## config.mk

```make
export PLATFORM = sky130hd
export DESIGN_NAME = gamepad_report_builder_top_flat
export DESIGN_NICKNAME = d
export VERILOG_FILES = /design/src/hdl/gpr_pkg.sv /design/src/hdl/gpr_channels.sv /design/src/hdl/gpr_csr.sv /design/src/hdl/gpr_tilt.sv /design/src/hdl/gpr_encode.sv /design/src/hdl/gamepad_report_builder_top.sv /design/src/flat_wrapper.sv
export SDC_FILE = /design/constraint.sdc
export NUM_CORES = 1
export LEC_CHECK = 0
export BUFFER_PORTS_ARGS = -buffer_cell sky130_fd_sc_hd__clkbuf_2
export CAP_MARGIN = 10
export CORE_ASPECT_RATIO = 0.5
export CORE_UTILIZATION = 45
export CTS_CLUSTER_DIAMETER = 30
export CTS_CLUSTER_SIZE = 16
export DETAILED_ROUTE_END_ITERATION = 6
export PLACE_DENSITY = 0.73
export SETUP_SLACK_MARGIN = 0.5
export SKIP_LAST_GASP = 1
export SLEW_MARGIN = 20
export SYNTH_ARGS = -nofsm -noshare
export SYNTH_HDL_FRONTEND = slang
export SYNTH_SLANG_ARGS = --single-unit
export TNS_END_PERCENT = 100
```

## constraint.sdc

```tcl
create_clock -name clock -period 5 [get_ports clock]
set_clock_uncertainty 0.1 [all_clocks]
set_input_delay 0.75 -clock clock [delete_from_list [all_inputs] [get_ports clock]]
set_output_delay 0.75 -clock clock [all_outputs]
set_load 0.05 [all_outputs]
```

## src/hdl/gpr_pkg.sv

```systemverilog
// Package for the gamepad report builder: beat payload types, field widths,
// hat codes and register map. No dependencies.
`timescale 1ns / 1ps
`default_nettype none

package gpr_pkg;

   localparam int FretW    = 5;
   localparam int StrumW   = 2;
   localparam int CtrlW    = 3;
   localparam int DirW     = 3;
   localparam int SideW    = 2;
   localparam int SampleW  = 12;
   localparam int TimeW    = 32;
   localparam int HoldW    = 16;
   localparam int MaskW    = 10;
   localparam int HatW     = 4;
   localparam int AxisW    = 8;

   // APB map: one 32-bit register, word index taken from paddr[2]
   localparam int CsrAddrW = 3;
   localparam int CsrDataW = 32;
   localparam logic CSR_IDX_TILT_HOLD = 1'b0;

   localparam logic [HoldW-1:0] TILT_HOLD_RESET = 16'd50;

   localparam logic signed [AxisW-1:0] TILT_AXIS_ACTIVE = -8'sd127;
   localparam logic signed [AxisW-1:0] TILT_AXIS_IDLE   = 8'sd0;

   localparam logic [HatW-1:0] HAT_N      = 4'd0;
   localparam logic [HatW-1:0] HAT_NE     = 4'd1;
   localparam logic [HatW-1:0] HAT_E      = 4'd2;
   localparam logic [HatW-1:0] HAT_SE     = 4'd3;
   localparam logic [HatW-1:0] HAT_S      = 4'd4;
   localparam logic [HatW-1:0] HAT_SW     = 4'd5;
   localparam logic [HatW-1:0] HAT_W      = 4'd6;
   localparam logic [HatW-1:0] HAT_NW     = 4'd7;
   localparam logic [HatW-1:0] HAT_CENTRE = 4'd8;

   typedef struct packed {
      logic [FretW-1:0]   fret_levels_n;
      logic [StrumW-1:0]  strum_levels_n;
      logic [CtrlW-1:0]   control_levels_n;
      logic               tilt_level_n;
      logic [DirW-1:0]    up_levels_n;
      logic [DirW-1:0]    down_levels_n;
      logic [SideW-1:0]   side_levels_n;
      logic [SampleW-1:0] whammy_sample;
      logic [TimeW-1:0]   now_ms;
   } req_payload_type;

   // stateless part of the report
   typedef struct packed {
      logic [MaskW-1:0]   button_mask;
      logic [HatW-1:0]    hat_code;
      logic [AxisW-1:0]   whammy_axis;
   } report_fields_type;

   // debounce control from the pipeline to the tilt unit
   typedef struct packed {
      logic               update;
      logic               raw_active;
      logic [TimeW-1:0]   now_ms;
   } tilt_ctrl_type;

endpackage

`default_nettype wire

```

## src/hdl/gpr_channels.sv

```systemverilog
// Valid/ready channel interfaces for request and response beats.
// Depends on gpr_pkg.
`timescale 1ns / 1ps
`default_nettype none

interface gpr_req_if import gpr_pkg::*; ();
   logic               valid;
   logic               ready;
   logic [FretW-1:0]   fret_levels_n;
   logic [StrumW-1:0]  strum_levels_n;
   logic [CtrlW-1:0]   control_levels_n;
   logic               tilt_level_n;
   logic [DirW-1:0]    up_levels_n;
   logic [DirW-1:0]    down_levels_n;
   logic [SideW-1:0]   side_levels_n;
   logic [SampleW-1:0] whammy_sample;
   logic [TimeW-1:0]   now_ms;

   modport source (
      output valid, fret_levels_n, strum_levels_n, control_levels_n, tilt_level_n,
             up_levels_n, down_levels_n, side_levels_n, whammy_sample, now_ms,
      input  ready
   );
   modport sink (
      input  valid, fret_levels_n, strum_levels_n, control_levels_n, tilt_level_n,
             up_levels_n, down_levels_n, side_levels_n, whammy_sample, now_ms,
      output ready
   );
endinterface

interface gpr_rsp_if import gpr_pkg::*; ();
   logic                    valid;
   logic                    ready;
   logic [MaskW-1:0]        button_mask;
   logic [HatW-1:0]         hat_code;
   logic [AxisW-1:0]        whammy_axis;
   logic signed [AxisW-1:0] tilt_axis;
   logic                    tilt_engaged;

   modport source (
      output valid, button_mask, hat_code, whammy_axis, tilt_axis, tilt_engaged,
      input  ready
   );
   modport sink (
      input  valid, button_mask, hat_code, whammy_axis, tilt_axis, tilt_engaged,
      output ready
   );
endinterface

`default_nettype wire

```

## src/hdl/gpr_csr.sv

```systemverilog
// APB register block holding the tilt hold time.
// Depends on gpr_pkg.
`timescale 1ns / 1ps
`default_nettype none

module gpr_csr import gpr_pkg::*; (
   input  wire logic                clock,
   input  wire logic                reset,
   input  wire logic                psel,
   input  wire logic                penable,
   input  wire logic                pwrite,
   input  wire logic [CsrAddrW-1:0] paddr,
   input  wire logic [CsrDataW-1:0] pwdata,
   output logic      [CsrDataW-1:0] prdata,
   output logic                     pready,
   output logic      [HoldW-1:0]    hold_ms
);

   logic [HoldW-1:0] hold_ff;
   logic [HoldW-1:0] hold_in;
   logic             hit;

   assign hit = (paddr[2] == CSR_IDX_TILT_HOLD);

   always_comb begin
      hold_in = hold_ff;
      if (psel && penable && pwrite && hit) begin
         hold_in = pwdata[HoldW-1:0];
      end
   end

   always_ff @(posedge clock) begin
      if (reset) begin
         hold_ff <= TILT_HOLD_RESET;
      end else begin
         hold_ff <= hold_in;
      end
   end

   assign prdata  = hit ? {{(CsrDataW-HoldW){1'b0}}, hold_ff} : '0;
   assign pready  = 1'b1;
   assign hold_ms = hold_ff;

endmodule

`default_nettype wire

```

## src/hdl/gpr_tilt.sv

```systemverilog
// Tilt switch debounce: stable level plus time of last disagreement.
// Depends on gpr_pkg.
`timescale 1ns / 1ps
`default_nettype none

module gpr_tilt import gpr_pkg::*; (
   input  wire logic             clock,
   input  wire logic             reset,
   input  wire tilt_ctrl_type    ctrl,
   input  wire logic [HoldW-1:0] hold_ms,
   output logic                  stable_next
);

   logic             stable_ff;
   logic             stable_in;
   logic [TimeW-1:0] last_ff;
   logic [TimeW-1:0] last_in;
   logic [TimeW-1:0] elapsed;
   logic             mismatch;

   assign mismatch = ctrl.update && (ctrl.raw_active != stable_ff);
   // wraps modulo 2^32
   assign elapsed  = ctrl.now_ms - last_ff;

   always_comb begin
      stable_in = stable_ff;
      last_in   = last_ff;
      if (mismatch) begin
         last_in = ctrl.now_ms;
         if (elapsed > {{(TimeW-HoldW){1'b0}}, hold_ms}) begin
            stable_in = ctrl.raw_active;
         end
      end
   end

   always_ff @(posedge clock) begin
      if (reset) begin
         stable_ff <= 1'b0;
         last_ff   <= '0;
      end else begin
         stable_ff <= stable_in;
         last_ff   <= last_in;
      end
   end

   assign stable_next = stable_in;

endmodule

`default_nettype wire

```

## src/hdl/gpr_encode.sv

```systemverilog
// Button mask, hat code and whammy scaling; pure combinational.
// Depends on gpr_pkg.
`timescale 1ns / 1ps
`default_nettype none

module gpr_encode import gpr_pkg::*; (
   input  wire req_payload_type req,
   output report_fields_type    report
);

   logic                 up, down, left, right;
   logic [HatW-1:0]      hat;
   logic [SampleW+7:0]   scaled;   // sample * 255
   logic [SampleW+7:0]   folded;

   assign up    = (req.up_levels_n != '1);
   assign down  = (req.down_levels_n != '1);
   assign left  = !req.side_levels_n[0];
   assign right = !req.side_levels_n[1];

   always_comb begin
      if (up) begin
         hat = left ? HAT_NW : (right ? HAT_NE : HAT_N);
      end else if (down) begin
         hat = left ? HAT_SW : (right ? HAT_SE : HAT_S);
      end else if (left) begin
         hat = HAT_W;
      end else if (right) begin
         hat = HAT_E;
      end else begin
         hat = HAT_CENTRE;
      end
   end

   assign report.hat_code = hat;

   assign report.button_mask = {~req.control_levels_n, ~req.strum_levels_n,
                                ~req.fret_levels_n};

   // y / 4095 == (y + (y >> 12) + 1) >> 12, exact for y below 2^24 - 1
   assign scaled = {req.whammy_sample, 8'd0} - {8'd0, req.whammy_sample};
   assign folded = scaled + (scaled >> SampleW) + {{(SampleW+7){1'b0}}, 1'b1};
   assign report.whammy_axis = folded[SampleW+7:SampleW];

endmodule

`default_nettype wire

```

## src/hdl/gamepad_report_builder_top.sv

```systemverilog
// An accepted request beat is held in stage 1, then moves into the result register that drives rsp.
// Throughput: one beat per cycle, set by the input register and the result register;
// the two stages stall together only when the result register is full and not taken.
// Reset (synchronous, active high): pipeline emptied, tilt hold back to 50 ms,
// debounced tilt inactive, last disagreement time zero.
// Depends on gpr_pkg, gpr_channels, gpr_csr, gpr_tilt, gpr_encode.
`timescale 1ns / 1ps
`default_nettype none

module gamepad_report_builder_top import gpr_pkg::*; (
   input  wire logic                clock,
   input  wire logic                reset,
   gpr_req_if.sink                  req,
   gpr_rsp_if.source                rsp,
   input  wire logic                csr_psel,
   input  wire logic                csr_penable,
   input  wire logic                csr_pwrite,
   input  wire logic [CsrAddrW-1:0] csr_paddr,
   input  wire logic [CsrDataW-1:0] csr_pwdata,
   output logic      [CsrDataW-1:0] csr_prdata,
   output logic                     csr_pready
);

   // --- pipeline control ---
   logic            s1_valid_ff, s1_valid_in;
   req_payload_type s1_ff, s1_in;
   logic            out_valid_ff, out_valid_in;
   logic            accept;     // request beat taken
   logic            advance;    // stage 1 moves into the result register

   // result register
   report_fields_type         report_ff;
   logic                      tilt_ff;
   report_fields_type         report_in;

   logic [HoldW-1:0]          hold_ms;
   tilt_ctrl_type             tilt_ctrl;
   logic                      tilt_next;

   // Stage 1 may move on when the result register is empty or being drained.
   assign advance   = s1_valid_ff && (!out_valid_ff || rsp.ready);
   assign req.ready = !s1_valid_ff || advance;
   assign accept    = req.valid && req.ready;

   assign s1_in = '{
      fret_levels_n:    req.fret_levels_n,
      strum_levels_n:   req.strum_levels_n,
      control_levels_n: req.control_levels_n,
      tilt_level_n:     req.tilt_level_n,
      up_levels_n:      req.up_levels_n,
      down_levels_n:    req.down_levels_n,
      side_levels_n:    req.side_levels_n,
      whammy_sample:    req.whammy_sample,
      now_ms:           req.now_ms
   };

   always_comb begin
      s1_valid_in = s1_valid_ff;
      if (accept) begin
         s1_valid_in = 1'b1;
      end else if (advance) begin
         s1_valid_in = 1'b0;
      end
      out_valid_in = out_valid_ff;
      if (advance) begin
         out_valid_in = 1'b1;
      end else if (rsp.ready) begin
         out_valid_in = 1'b0;
      end
   end

   always_ff @(posedge clock) begin
      if (reset) begin
         s1_valid_ff  <= 1'b0;
         out_valid_ff <= 1'b0;
      end else begin
         s1_valid_ff  <= s1_valid_in;
         out_valid_ff <= out_valid_in;
      end
   end

   always_ff @(posedge clock) begin
      if (accept) begin
         s1_ff <= s1_in;
      end
      if (advance) begin
         report_ff <= report_in;
         tilt_ff   <= tilt_next;
      end
   end

   // --- config registers ---
   gpr_csr u_csr (
      .clock   (clock),
      .reset   (reset),
      .psel    (csr_psel),
      .penable (csr_penable),
      .pwrite  (csr_pwrite),
      .paddr   (csr_paddr),
      .pwdata  (csr_pwdata),
      .prdata  (csr_prdata),
      .pready  (csr_pready),
      .hold_ms (hold_ms)
   );

   // --- debounce: state moves once per beat, in acceptance order ---
   assign tilt_ctrl = '{
      update:     advance,
      raw_active: !s1_ff.tilt_level_n,
      now_ms:     s1_ff.now_ms
   };

   gpr_tilt u_tilt (
      .clock       (clock),
      .reset       (reset),
      .ctrl        (tilt_ctrl),
      .hold_ms     (hold_ms),
      .stable_next (tilt_next)
   );

   // --- stateless fields ---
   gpr_encode u_encode (
      .req    (s1_ff),
      .report (report_in)
   );

   // --- response beat ---
   assign rsp.valid        = out_valid_ff;
   assign rsp.button_mask  = report_ff.button_mask;
   assign rsp.hat_code     = report_ff.hat_code;
   assign rsp.whammy_axis  = report_ff.whammy_axis;
   assign rsp.tilt_engaged = tilt_ff;
   assign rsp.tilt_axis    = tilt_ff ? TILT_AXIS_ACTIVE : TILT_AXIS_IDLE;

`ifndef SYNTHESIS
   // a held stage-1 beat must not vanish
   a_s1_hold: assert property (@(posedge clock) disable iff (reset)
      s1_valid_ff && !advance |=> s1_valid_ff)
      else $error("stage 1 beat dropped while stalled");

   // a beat moved into the result register shows up next cycle
   a_out_fill: assert property (@(posedge clock) disable iff (reset)
      advance |=> out_valid_ff)
      else $error("result register not filled after advance");

   // a stalled result is not overwritten
   a_no_overwrite: assert property (@(posedge clock) disable iff (reset)
      out_valid_ff && !rsp.ready |-> !advance)
      else $error("result overwritten while stalled");

   // hat code stays within the nine defined codes
   a_hat_range: assert property (@(posedge clock) disable iff (reset)
      out_valid_ff |-> (report_ff.hat_code <= HAT_CENTRE))
      else $error("hat code out of range");
`endif

endmodule

`default_nettype wire
```

## src/flat_wrapper.sv

```systemverilog
// flat-port wrapper written by rule: the top's interface ports become plain ports
module gamepad_report_builder_top_flat import gpr_pkg::*;
  (clock, reset, csr_psel, csr_penable, csr_pwrite, csr_paddr, csr_pwdata, csr_prdata, csr_pready, req_valid, req_fret_levels_n, req_strum_levels_n, req_control_levels_n, req_tilt_level_n, req_up_levels_n, req_down_levels_n, req_side_levels_n, req_whammy_sample, req_now_ms, req_ready, rsp_valid, rsp_button_mask, rsp_hat_code, rsp_whammy_axis, rsp_tilt_axis, rsp_tilt_engaged, rsp_ready);
  gpr_req_if req_i ();
  gpr_rsp_if rsp_i ();
  input  wire logic clock;
  input  wire logic reset;
  input  wire logic csr_psel;
  input  wire logic csr_penable;
  input  wire logic csr_pwrite;
  input  wire logic [CsrAddrW-1:0] csr_paddr;
  input  wire logic [CsrDataW-1:0] csr_pwdata;
  output logic      [CsrDataW-1:0] csr_prdata;
  output logic csr_pready;
  input wire logic [$bits(req_i.valid)-1:0] req_valid;
  input wire logic [$bits(req_i.fret_levels_n)-1:0] req_fret_levels_n;
  input wire logic [$bits(req_i.strum_levels_n)-1:0] req_strum_levels_n;
  input wire logic [$bits(req_i.control_levels_n)-1:0] req_control_levels_n;
  input wire logic [$bits(req_i.tilt_level_n)-1:0] req_tilt_level_n;
  input wire logic [$bits(req_i.up_levels_n)-1:0] req_up_levels_n;
  input wire logic [$bits(req_i.down_levels_n)-1:0] req_down_levels_n;
  input wire logic [$bits(req_i.side_levels_n)-1:0] req_side_levels_n;
  input wire logic [$bits(req_i.whammy_sample)-1:0] req_whammy_sample;
  input wire logic [$bits(req_i.now_ms)-1:0] req_now_ms;
  output wire logic [$bits(req_i.ready)-1:0] req_ready;
  output wire logic [$bits(rsp_i.valid)-1:0] rsp_valid;
  output wire logic [$bits(rsp_i.button_mask)-1:0] rsp_button_mask;
  output wire logic [$bits(rsp_i.hat_code)-1:0] rsp_hat_code;
  output wire logic [$bits(rsp_i.whammy_axis)-1:0] rsp_whammy_axis;
  output wire logic [$bits(rsp_i.tilt_axis)-1:0] rsp_tilt_axis;
  output wire logic [$bits(rsp_i.tilt_engaged)-1:0] rsp_tilt_engaged;
  input wire logic [$bits(rsp_i.ready)-1:0] rsp_ready;
  assign req_i.valid = req_valid;
  assign req_i.fret_levels_n = req_fret_levels_n;
  assign req_i.strum_levels_n = req_strum_levels_n;
  assign req_i.control_levels_n = req_control_levels_n;
  assign req_i.tilt_level_n = req_tilt_level_n;
  assign req_i.up_levels_n = req_up_levels_n;
  assign req_i.down_levels_n = req_down_levels_n;
  assign req_i.side_levels_n = req_side_levels_n;
  assign req_i.whammy_sample = req_whammy_sample;
  assign req_i.now_ms = req_now_ms;
  assign req_ready = req_i.ready;
  assign rsp_valid = rsp_i.valid;
  assign rsp_button_mask = rsp_i.button_mask;
  assign rsp_hat_code = rsp_i.hat_code;
  assign rsp_whammy_axis = rsp_i.whammy_axis;
  assign rsp_tilt_axis = rsp_i.tilt_axis;
  assign rsp_tilt_engaged = rsp_i.tilt_engaged;
  assign rsp_i.ready = rsp_ready;
  gamepad_report_builder_top u_core (.clock(clock), .reset(reset), .req(req_i), .rsp(rsp_i), .csr_psel(csr_psel), .csr_penable(csr_penable), .csr_pwrite(csr_pwrite), .csr_paddr(csr_paddr), .csr_pwdata(csr_pwdata), .csr_prdata(csr_prdata), .csr_pready(csr_pready));
endmodule
```

## After elaboration in Yosys (flattened, before gate mapping)

Cells that the tools add are included.

- Register bits: 137
- Bits of input ports: 105
- Output and inout port bits: 66
- Word-level logic and storage cells: 59

- $add $sub $neg: 4
- $lt $le $gt $ge: 1
- Equality and inequality tests: 3
- Muxes and demuxes: 16
- Bitwise gates (word level): 4
- Reduce and logical (&&, ||, !) cells: 13

Operator list:

| kind | count |
|---|---|
| > comparator 32 x 16 -> 1 bit | 1 |
| subtractor 32 bit | 1 |
| adder 20 x 1 -> 20 bit (second input constant) | 1 |
| adder 20 x 8 -> 20 bit | 1 |
| subtractor 20 x 12 -> 20 bit | 1 |
| two-way mux 16 bit | 1 |
| two-way mux 4 bit | 4 |
| two-way mux 3 bit | 3 |
| two-way mux 8 bit | 1 |
| two-way mux 1 bit | 7 |
| logical AND 1 bit | 6 |
| inequality test 3 bit (second input constant) | 2 |
| NOT 5 bit | 1 |
| nonzero test 2 bit | 2 |
| zero test 1 bit | 3 |
| NOT 3 bit | 1 |
| logical OR 1 bit | 2 |
| NOT 2 bit | 1 |
| inequality test 1 bit | 1 |
| NOT 1 bit | 1 |

## Logic depth before layout (Yosys ltp)

- Word-level depth: 6
- Gate-level depth with buffers: 21
- Gate-level depth less buffers: 21

## Cells and area by module

A second synthesis with hierarchy kept.

- Cell total of the unflattened synthesis: 909
- Area, all modules: 8583.2 um2

Modules (own cells, without submodules):

| module | times used | cells each | area each (um2) | seq. area each (um2) |
|---|---|---|---|---|
| gpr_tilt | 1 | 489 | 3500.9 | 660.6 |
| gamepad_report_builder_top | 1 | 106 | 2753.9 | 2622.5 |
| gpr_encode | 1 | 208 | 1356.3 | 0.0 |
| gpr_csr | 1 | 106 | 972.2 | 320.3 |

## Least setup slack after synthesis

Ideal clock, no wire load.

- Path kind: reg-to-reg
- Start point: register u_core.s1_ff[40] (netlist name)
- End point: register u_core.report_ff, in the netlist u_core.rsp.whammy_axis[7] (data pin)
- Setup time: 0.267 ns
- Data arrival time: 4.115 ns
- Data required time: 4.633 ns
- Setup slack: 0.519 ns
- Stages on the path, launching flop included: 22
- Period minus slack after synthesis: 4.481 ns
- Path through: edfxtp_1 > inv_1 > ha_1 > inv_1 > nor3_1 > a311o_1 > a21oi_1 > nand2_1 > nor2_1 > and2_1 > xnor2_2 > ha_1 > o21ai_1 > nand2b_1 > a21oi_1 > or4_1 > a211oi_2 > nand3b_2 > or3_4 > nor3_4 > and3_4 > xor2_2

RTL lines:

| what | RTL line | RTL |
|---|---|---|
| start: declaration | gamepad_report_builder_top.sv:26 | `req_payload_type s1_ff, s1_in;` |
| start signal: assignment | gamepad_report_builder_top.sv:84 | `s1_ff <= s1_in;` |
| end signal: assignment | gamepad_report_builder_top.sv:87 | `report_ff <= report_in;` |
| end: declaration | gamepad_report_builder_top.sv:32 | `report_fields_type report_ff;` |

## Final worst setup path

- Start point: register u_core.s1_ff[0] (netlist name)
- End point: register u_core.tilt_ff (netlist: u_core.rsp.tilt_engaged) (data pin)

- Cells in the longest elaborated chain, start to end: 4

RTL lines:

| what | RTL line | RTL |
|---|---|---|
| subtractor 32 bit | gpr_tilt.sv:23 | `assign elapsed = ctrl.now_ms - last_ff;` |
| > comparator 32 x 16 -> 1 bit | gpr_tilt.sv:30 | `if (elapsed > {{(TimeW-HoldW){1'b0}}, hold_ms}) begin` |
| two-way mux 1 bit | gpr_tilt.sv:30 |  |
| two-way mux 1 bit | gpr_tilt.sv:28 | `if (mismatch) begin` |
| named net u_core.tilt_next | gamepad_report_builder_top.sv:38 | `logic tilt_next;` |
| end signal: assignment | gamepad_report_builder_top.sv:88 | `tilt_ff <= tilt_next;` |
| end: declaration | gamepad_report_builder_top.sv:33 | `logic tilt_ff;` |

The timed path passes the listed nets, and every way through them passes these cells.
A chain may end at the register's enable or synchronous reset.

==> flow_summary.ini <==
[status]
status = complete, no violations

[power]
p_total_mw = 3.24
p_leak_nw = 3.99
intPower_mw = 2.23
p_seq_frac = 0.398
vdd_drop_max_mv = 0.284
switching_share = 0.312
power_density_nw_per_um2 = 332
p_comb_frac = 0.204
net-switching-power_mw = 1.01
p_clk_frac = 0.397

[worst_setup_path]
timing.rr.start = u_core.s1_ff[0]
crit_arrival_ns = 4.67
rrSetupSlack_ns = 0.52
crit_required_ns = 5.19
r2r-end = u_core.rsp.tilt_engaged
crit_path_start_kind = register
rr_worst_depth = 18
critPathMaxFanout = 3
endpoint_kind = register
crit_type = reg2reg

[detailed_routing]
ant_nets = 0
vias = 6580
first_pass_iters = 5
remaining_drc_errors = 0
viasPerCell = 5.26
drt_iter0_drc = 334
wl_per_cell_um = 15.5
drt_wl_total_um = 19300

[logic_synthesis]
synth_area_um2 = 7930
ys_seq_elements = 137
synth.avg_cell_area_um2 = 9.27
ys_seq_area_frac = 0.455
yosysMostFrequentCell = nand2_1
yosysTopAreaCellShare = 0.326
synth_cell_types = 74
ys_top_cells_by_count = nand2_1, a21oi_1, edfxtp_1, inv_1, nor2_1
yosys_most_used_dff = edfxtp_1
ys_top_cells_by_area = edfxtp_1, dfxtp_1, ha_1
syn_inst = 855
synth_warnings = 0
synth_edf_count = 86
synthArstFlopShare = 0
yosysTopAreaCell = edfxtp_1

[cts]
cts_made_buffers = 17
cts_sinks = 137
clock-root-buffer = clkbuf_16
htreeDepth = 4
clk_pin_slew_ns = 0.07
cts_hold_repair.buffers = 0
clockBufferDepth = 2
cts_tree = done
insertion_delay_ns = 0.44

[flow_run]
maxCapViolCount = 0

[placed_design]
port-buffer-count = 129
gp_congestion = 0.874
dp.final_hpwl_um = 13800
dpl.cell_count = 1186

[worst_hold_path]
min_to = u_core.u_tilt.last_ff[21]
whs_path_depth = 2
hp-start = u_core.u_tilt.last_ff[21]
hold_path.class = reg2reg

[cells_and_area]
layout.cells.non_filler = 1252
nets = 1176
drive_gt1_frac = 0.258
syn2layout_area_growth_pct = 23.3

[sta]
setup_violations = 0
setup_tns_ns = 0
fin_crit_sh = 0.896
rsz0062_at_grt = true
post-route-min-period_ns = 4.48
tightest_slew_ns = 1.11
fmax_mhz = 223
maxSlewHeadroom = 0.263
finalMaxSlewViolations = 0
final_hold_viol_count = 0
hold_ws_ns = 0.356

[grt]
antenna_found_initial = 1
grt_pass1_wl_um = 30600
grt_start_max_net_pins = 52
grt_usage = 0.219
first_global_vias = 6326
gr-total-overflow = 0

[die]
ios = 171
initial_utilization = 0.472
die_h_um = 95.8
core_um2 = 16800
core.rowCount = 33
die_w_um = 190
die_area_um2 = 18200
[cell type report]
cell class                      instances  area, um^2
Antenna cell                            1        2.50
Clock buffer                           17         425
Clock inverter                         15         179
Fill cell                            1451        7030
Inverter                               80         300
Multi-Input combinational cell        604        4010
Sequential cell                       137        3600
Tap cell                              227         284
Timing Repair Buffer                  171         968
[layout by cell type, fill, tap and decap left out, types with 4 or more instances in the layout]
cell type  Yosys  layout
xor2_1         9       8
o21ai_0       20      18
clkbuf_2       0     129
dfxtp_1       51      50
o211ai_1       4       4
o21a_1         9       9
inv_2          0       4
inv_8          0       5
inv_6          0       5
nor3_1        12      10
nor2_1        66      64
ha_1          59      54
o21bai_1       4       4
a21oi_2        0       7
clkbuf_16      0      17
nor2b_1       11       8
edfxtp_1      86      86
inv_1         80      76
a211oi_1       8       6
nand2_1      132     129
xnor2_1       27      26
buf_4         25      40
a21o_1        11      11
o21ai_1        7       8
a21oi_1       88      81
and3_1         5       5
nand4_1       12      12
conb_1         2      23
nand3_1       11      11
[power by group through the flow]
stage | logic (mW) | registers, mW | clock network, mW
2_1_floorplan | 0.425 | 1.34 | 0
3_3_place_gp | 0.581 | 1.32 | 0
3_5_place_dp | 0.593 | 1.32 | 0
4_1_cts | 0.637 | 1.29 | 1.31
5_1_grt | 0.728 | 1.30 | 1.36
6_report | 0.663 | 1.29 | 1.29
[kinds of logic after synthesis]
logic type,share of synthesized area
other cells,0.000947
mux,0.00395
fa+ha+maj,0.0957
compound gates,0.162
flops,0.455
buf+inv,0.0769
simple gates,0.162
xor+xnor,0.0439
[critical path, cell delays in order (launching register included)]
cell and delay (ns):
edfxtp_1 0.34, inv_1 0.05, ha_2 0.21, fa_2 0.37
nor2b_2 0.18, o2111ai_2 0.20, and2_4 0.23, xnor2_2 0.13
ha_1 0.28, and2_4 0.14, a221o_1 0.31, a221oi_2 0.32
nor3_2 0.08, a2111oi_2 0.30, o2111ai_1 0.18, nor4b_2 0.29
nand4_1 0.21, o211a_1 0.31, a21oi_2 0.12
[worst max path at each step]
| stage | start | end | depth (start not counted) |
|---|---|---|---|
| 2_1_floorplan | u_core.s1_ff[40] | u_core.rsp.whammy_axis[7] | 21 |
| 5_1_grt | u_core.s1_ff[0] | u_core.rsp.tilt_engaged | 18 |
| 3_3_place_gp | u_core.s1_ff[4] | u_core.u_tilt.stable_ff | 18 |
| 6_report | u_core.s1_ff[0] | u_core.rsp.tilt_engaged | 18 |
| 3_5_place_dp | u_core.s1_ff[4] | u_core.u_tilt.stable_ff | 18 |
| 4_1_cts | u_core.s1_ff[32] | u_core.rsp.whammy_axis[7] | 21 |
[stage by stage]
stage	setup slack, ns	util	cell area [um^2]
finish	0.521	0.582	9770
global route	0.277	0.581	9770
CTS	0.501	0.572	9610
detailed placement	0.136	0.518	8700
global placement	0.241	0.518	8700
floorplan	0.519	-	8010
[sequential cells by signal, indices dropped and copies added (netlist names), 4 cells and up]
| name | cells |
|---|---|
| u_core.s1_ff | 63 |
| u_core.u_tilt.last_ff | 32 |
| u_core.u_csr.hold_ms | 16 |
| u_core.rsp.button_mask | 10 |
| u_core.rsp.whammy_axis | 8 |
| u_core.rsp.hat_code | 4 |
[layer usage]
metal	wire, um	global-route usage
met2	9190	0.368
met1	8460	0.266
met4	432	0.0988
met3	1260	0.0594
met5	0	0
[timing repair]
item	CTS	global route
setup buffers	23	10
pin swaps	29	13
gates resized for setup	33	20
endpoints found under the setup margin	7	6
gates cloned	0	0
No activity file was read; power rests on OpenSTA's default activity.
